===== config.mk =====
export PLATFORM = sky130hd
export DESIGN_NAME = dtwd_dist
export DESIGN_NICKNAME = d
export VERILOG_FILES = /design/src/hw/rtl/dtw_distance_2d_core_defines.svh /design/src/hw/rtl/dtwd_pkg.sv /design/src/hw/rtl/dtwd_dist.sv
export SDC_FILE = /design/constraint.sdc
export NUM_CORES = 2
export LEC_CHECK = 0
export BUFFER_PORTS_ARGS = -buffer_cell sky130_fd_sc_hd__buf_2
export CELL_PAD_IN_SITES_DETAIL_PLACEMENT = 1
export CELL_PAD_IN_SITES_GLOBAL_PLACEMENT = 1
export CORE_ASPECT_RATIO = 1.2
export CORE_MARGIN = 2
export CORE_UTILIZATION = 30
export CTS_CLUSTER_SIZE = 10
export DETAILED_ROUTE_END_ITERATION = 16
export PLACE_DENSITY_LB_ADDON = 0.1
export SYNTH_ARGS = -nofsm -noshare
export SYNTH_HDL_FRONTEND = slang
export SYNTH_SLANG_ARGS = --single-unit

===== constraint.sdc =====
create_clock -name clk -period 6.95 [get_ports clk]
set_input_delay 0 -clock clk [delete_from_list [all_inputs] [get_ports clk]]
set_output_delay 0 -clock clk [all_outputs]
set_load 0.02 [all_outputs]

===== src/hw/rtl/dtw_distance_2d_core_defines.svh =====
// ---------------------------------------------------------------------------
// DTW distance core assertion macros
// Shared property forms for the concurrent checks of the core.
// ---------------------------------------------------------------------------
`ifndef DTW_DISTANCE_2D_CORE_DEFINES_SVH
`define DTW_DISTANCE_2D_CORE_DEFINES_SVH

// Same-cycle implication, disabled during reset
`define DTWD_ASSERT_NOW(label, ante, cons, msg) \
    label: assert property (@(posedge clk) disable iff (!rst_n) (ante) |-> (cons)) \
        else $error(msg);

// Next-cycle implication, disabled during reset
`define DTWD_ASSERT_NEXT(label, ante, cons, msg) \
    label: assert property (@(posedge clk) disable iff (!rst_n) (ante) |=> (cons)) \
        else $error(msg);

`endif


===== src/hw/rtl/dtwd_pkg.sv =====
// ---------------------------------------------------------------------------
// DTW distance package
// Sizes, point type and cell constants shared by the core's modules.
// ---------------------------------------------------------------------------
package dtwd_pkg;

    localparam int MAX_LEN    = 256;
    localparam int COORD_BITS = 16;
    localparam int FRAC_BITS  = 8;

    localparam int IDX_W  = $clog2(MAX_LEN);
    localparam int CNT_W  = $clog2(MAX_LEN + 1);
    localparam int DIST_W = 48;
    localparam int CELL_W = DIST_W + 1;

    // Squared sum is 2*COORD_BITS+1 bits; the radicand is padded to an even width
    localparam int SUM_W  = 2 * COORD_BITS + 1;
    localparam int RAD_W  = SUM_W + 1 + 2 * FRAC_BITS;
    localparam int ROOT_W = RAD_W / 2;

    localparam logic [CELL_W-1:0] CELL_ZERO   = '0;
    localparam logic [CELL_W-1:0] UNREACHABLE = {1'b1, {DIST_W{1'b0}}};
    localparam logic [CELL_W-1:0] DIST_MAX    = {1'b0, {DIST_W{1'b1}}};

    // Sequence tags of the operation field
    localparam logic OP_A = 1'b0;
    localparam logic OP_B = 1'b1;

    typedef struct packed {
        logic signed [COORD_BITS-1:0] x;
        logic signed [COORD_BITS-1:0] y;
    } point_t;

endpackage


===== src/hw/rtl/dtwd_dist.sv =====
// ---------------------------------------------------------------------------
// DTW point distance unit
// Squares the coordinate differences, then takes the integer square root of
// the scaled sum one result bit per cycle.
// ---------------------------------------------------------------------------
module dtwd_dist
    import dtwd_pkg::*;
(
    input  logic              clk,
    input  logic              rst_n,
    input  logic              start,
    input  point_t            pa,
    input  point_t            pb,
    output logic              done,
    output logic [ROOT_W-1:0] cost
);

    localparam int STEP_W = $clog2(ROOT_W + 1);

    typedef enum logic [3:0] {
        D_IDLE = 4'b0001,
        D_SQ   = 4'b0010,
        D_SUM  = 4'b0100,
        D_ROOT = 4'b1000
    } dstate_t;

    dstate_t                  state_reg, state_next;
    logic [COORD_BITS:0]      adx_reg, ady_reg;
    logic [2*COORD_BITS-1:0]  sqx_reg, sqy_reg;
    logic [RAD_W-1:0]         rad_reg, rad_next;
    logic [ROOT_W+1:0]        rem_reg, rem_next;
    logic [ROOT_W-1:0]        root_reg, root_next;
    logic [STEP_W-1:0]        step_reg, step_next;
    logic                     done_reg, done_next;

    logic signed [COORD_BITS:0] dx, dy;
    logic [ROOT_W+3:0]          rem_t, trial, rem_diff;
    logic [2*COORD_BITS+1:0]    sqx_full, sqy_full;

    // Differences and the squares of their magnitudes
    always_comb
    begin
        dx = {pa.x[COORD_BITS-1], pa.x} - {pb.x[COORD_BITS-1], pb.x};
        dy = {pa.y[COORD_BITS-1], pa.y} - {pb.y[COORD_BITS-1], pb.y};
        sqx_full = adx_reg * adx_reg;
        sqy_full = ady_reg * ady_reg;
    end

    // One digit of the square root
    always_comb
    begin
        rem_t    = {rem_reg, rad_reg[RAD_W-1 -: 2]};
        trial    = {2'b00, root_reg, 2'b01};
        rem_diff = rem_t - trial;
    end

    always_comb
    begin
        state_next = state_reg;
        rad_next   = rad_reg;
        rem_next   = rem_reg;
        root_next  = root_reg;
        step_next  = step_reg;
        done_next  = 1'b0;
        case (state_reg)
            D_IDLE:
            begin
                if (start)
                begin
                    state_next = D_SQ;
                end
            end
            D_SQ:
            begin
                state_next = D_SUM;
            end
            D_SUM:
            begin
                rad_next   = {1'b0, ({1'b0, sqx_reg} + {1'b0, sqy_reg}),
                              {(2*FRAC_BITS){1'b0}}};
                rem_next   = '0;
                root_next  = '0;
                step_next  = '0;
                state_next = D_ROOT;
            end
            D_ROOT:
            begin
                rad_next = rad_reg << 2;
                if (rem_t >= trial)
                begin
                    rem_next  = rem_diff[ROOT_W+1:0];
                    root_next = {root_reg[ROOT_W-2:0], 1'b1};
                end
                else
                begin
                    rem_next  = rem_t[ROOT_W+1:0];
                    root_next = {root_reg[ROOT_W-2:0], 1'b0};
                end
                step_next = step_reg + 1'b1;
                if (step_reg == STEP_W'(ROOT_W - 1))
                begin
                    done_next  = 1'b1;
                    state_next = D_IDLE;
                end
            end
            default:
            begin
                state_next = D_IDLE;
            end
        endcase
    end

    // Hold control state
    always_ff @(posedge clk or negedge rst_n)
    begin
        if (!rst_n)
        begin
            state_reg <= D_IDLE;
            done_reg  <= 1'b0;
        end
        else
        begin
            state_reg <= state_next;
            done_reg  <= done_next;
        end
    end

    // Datapath registers
    always_ff @(posedge clk)
    begin
        if (state_reg == D_IDLE && start)
        begin
            adx_reg <= dx[COORD_BITS] ? (COORD_BITS+1)'(-dx) : dx;
            ady_reg <= dy[COORD_BITS] ? (COORD_BITS+1)'(-dy) : dy;
        end
        if (state_reg == D_SQ)
        begin
            sqx_reg <= sqx_full[2*COORD_BITS-1:0];
            sqy_reg <= sqy_full[2*COORD_BITS-1:0];
        end
        rad_reg  <= rad_next;
        rem_reg  <= rem_next;
        root_reg <= root_next;
        step_reg <= step_next;
    end

    assign done = done_reg;
    assign cost = root_reg;

endmodule


==> flow_summary.json <==
{
  "status": "finished, final reports clean",
  "start_util_pct": 30.3,
  "critPathRequiredTime_ps": 7170,
  "antenna_found_initial": 2,
  "largest_reg_flops": 34,
  "synth_fa_ha_area_share_pct": 41.5,
  "grt_pass1_vias": 22398,
  "routedWlPerCell_um": 16.7,
  "root_buffer": "clkbuf_16",
  "met2RoutedLength_mm": 38.9,
  "port_buffers": 92,
  "ant_nets": 0,
  "fin_util_pct": 33.7,
  "drt_iter0_markers": 716,
  "r2r_end": "sqy_reg[31]$_DFFE_PN_",
  "clk_pin_slew_ps": 90,
  "min_from": "pa[16]",
  "ys_warn_count": 0,
  "final_cell_mix": "inv_1 (673), fa_1 (383), ha_1 (296), nand2_1 (247), nor2_1 (202)",
  "critPathLaunchType": "flip-flop",
  "r2r_cells": 25,
  "synth.avg_cell_area_um2": 9.47,
  "arrival_ps": 6880,
  "numClockSinks": 192,
  "hold_path_end": "adx_reg[0]$_DFFE_PP_",
  "wl_met1_mm": 28.9,
  "clock_path_buffers": 2,
  "r2r_slack_ps": 290,
  "drc": 0,
  "area.growth.synth_to_final_pct": 11.2,
  "yosysSeqAreaShare_pct": 20.9,
  "n_fill_cell": 10455,
  "final_common_cell": "inv_1",
  "crit_fanout": 5,
  "nNetsFinal": 3798,
  "synthesis.area_um2": 27500,
  "r2r-start": "ady_reg[4]$_DFFE_PP_",
  "async_flop_share_pct": 2.60,
  "dp_hpwl_mm": 60.7,
  "fin_crit_sh_pct": 95.8,
  "clock_latency_ps": 490,
  "worstSetupPathType": "flip-flop to flip-flop",
  "hold_path_class": "input pin to flip-flop",
  "dp_cells": 4175,
  "clock_skew_ps": 21.2,
  "min_path_cells": 4,
  "synthMuxAreaShare_pct": 0.996,
  "grt_pass1_wl_mm": 116,
  "cts_buffers": 17,
  "dieHeight_um": 336,
  "grt_max_degree": 90,
  "num_io_pins": 93,
  "dr_wl_met3_mm": 1.37,
  "setup_tns_ps": 0,
  "overflow": 0,
  "hold_viol": 0,
  "ys_ff_latch": 192,
  "relSlewSlack_pct": 15.3,
  "num_antenna_cells": 0,
  "period_minus_slack_ps": 6660,
  "max_freq_mhz": 150,
  "first_pass_iters": 4,
  "wirelength_mm": 70.7,
  "vias": 19514,
  "cts_tree": "built",
  "num_rows": 121,
  "drive_gt1_share_pct": 8.30,
  "viasPerCell": 4.61,
  "synth-compound-area-share_pct": 8.79,
  "die_width_um": 280,
  "synth_fp_nets": 3653,
  "grt_use_total_pct": 15.7,
  "drv_slew": 0,
  "htreeDepth": 4,
  "synth_top_family_by_area": "adder cells",
  "fin_cells": 4229,
  "core_um2": 90800,
  "synth_edf_count": 187,
  "synth-xor-area-share_pct": 5.54,
  "synth-simple-area-share_pct": 12.2,
  "worst_setup_path_end_kind": "flip-flop",
  "setup_violations": 0,
  "max_slew.worst_pin.slew_ps": 1270,
  "gp_congestion": 0.827,
  "highest_layer": "met4",
  "die_area_um2": 94100,
  "syn-instance-count": 2904,
  "drv_cap": 0,
  "synthFlopType": "edfxtp_1",
  "ys_types": 72
}
-- worst max path at each step --
stage	start	endpoint	slack (ps)
floorplan	ady_reg[5]$_DFFE_PP_	sqy_reg[31]$_DFFE_PN_	270
global placement	ady_reg[6]$_DFFE_PP_	sqy_reg[30]$_DFFE_PN_	170
detailed placement	ady_reg[3]$_DFFE_PP_	sqy_reg[31]$_DFFE_PN_	120
CTS	ady_reg[3]$_DFFE_PP_	sqy_reg[31]$_DFFE_PN_	80
global route	ady_reg[11]$_DFFE_PP_	sqy_reg[31]$_DFFE_PN_	-10
finish	ady_reg[4]$_DFFE_PP_	sqy_reg[31]$_DFFE_PN_	290
-- per-stage QoR --
stage	hold WS (ps)	instance area [µm²]	setup slack, ps
2_1_floorplan	-296	27500	268
3_3_place_gp	-176	29800	173
3_5_place_dp	-167	29800	123
4_1_cts	39.7	30400	84.4
5_1_grt	87.3	30600	-10.5
6_report	73.9	30600	291
-- logic make-up (layout without fill, tap and decap cells) --
group / after synthesis / count (layout)
buffers and inverters: 735 / 892
adder cells (fa/ha/maj): 682 / 682
flip-flops: 192 / 192
AO/OA/AOI/OAI: 375 / 375
multiplexers: 27 / 27
AND/OR/NAND/NOR: 719 / 719
XOR/XNOR: 174 / 174
-- Yosys cell counts, drive strengths merged, types with 11 or more instances --
master / number / area, µm²
and3: 11 / 68.8
o21a: 21 / 159
a21o: 48 / 360
o21bai: 12 / 90.1
ha: 298 / 3730
nand4: 14 / 87.6
nand2b: 15 / 93.8
xnor2: 117 / 1020
nor2b: 27 / 169
inv: 673 / 2530
fa: 384 / 7690
o21ai: 81 / 405
nor2: 202 / 758
nand3: 29 / 145
clkbuf: 55 / 206
mux2i: 24 / 240
nor3: 33 / 165
nand2: 250 / 938
xor2: 57 / 499
edfxtp: 187 / 5620
a21oi: 124 / 628
o31ai: 11 / 82.6
and2: 105 / 657
-- timing repair --
action	4_1_cts	5_1_grt
hold buffers	5	0
setup buffers	0	18
setup endpoints to repair	0	4
gates resized for setup	0	12
endpoints found under the hold margin	7	0
-- area by class of cell --
cell class              instances  area [µm²]  share of cell area, %
inverters                     673        2530                   8.26
flip-flops and latches        192        5740                   18.8
well taps                    1168        1460                   4.78
clock inverters                13         146                  0.478
clock buffers                  18         429                   1.40
multi-input cells            1977       19100                   62.3
repair buffers                188        1240                   4.06
-- routing by layer --
layer	vias to the layer above	GRT usage [%]
li1	9448	-
met1	9807	18.0
met2	200	30.5
met3	59	1.45
met4	0	4.29
met5	-	0
-- worst max-delay path: stages, from the launching register on --
cell	delay (ps)
edfxtp_1	480
buf_4	200
buf_4	140
nand2_1	100
inv_1	70
fa_1	490
inv_1	60
fa_1	450
fa_1	510
inv_1	50
fa_1	470
fa_1	560
inv_1	60
fa_1	530
inv_1	40
ha_1	340
o211ai_1	130
a21oi_1	90
or3_1	310
o21a_2	160
a41oi_4	180
o22ai_2	130
or4_1	440
a31oi_1	190
o21bai_1	90
xnor2_1	120
Power is left out: the tool's default activity adds up to more than one toggle a clock period on the data nets, which glitch-free logic cannot reach.
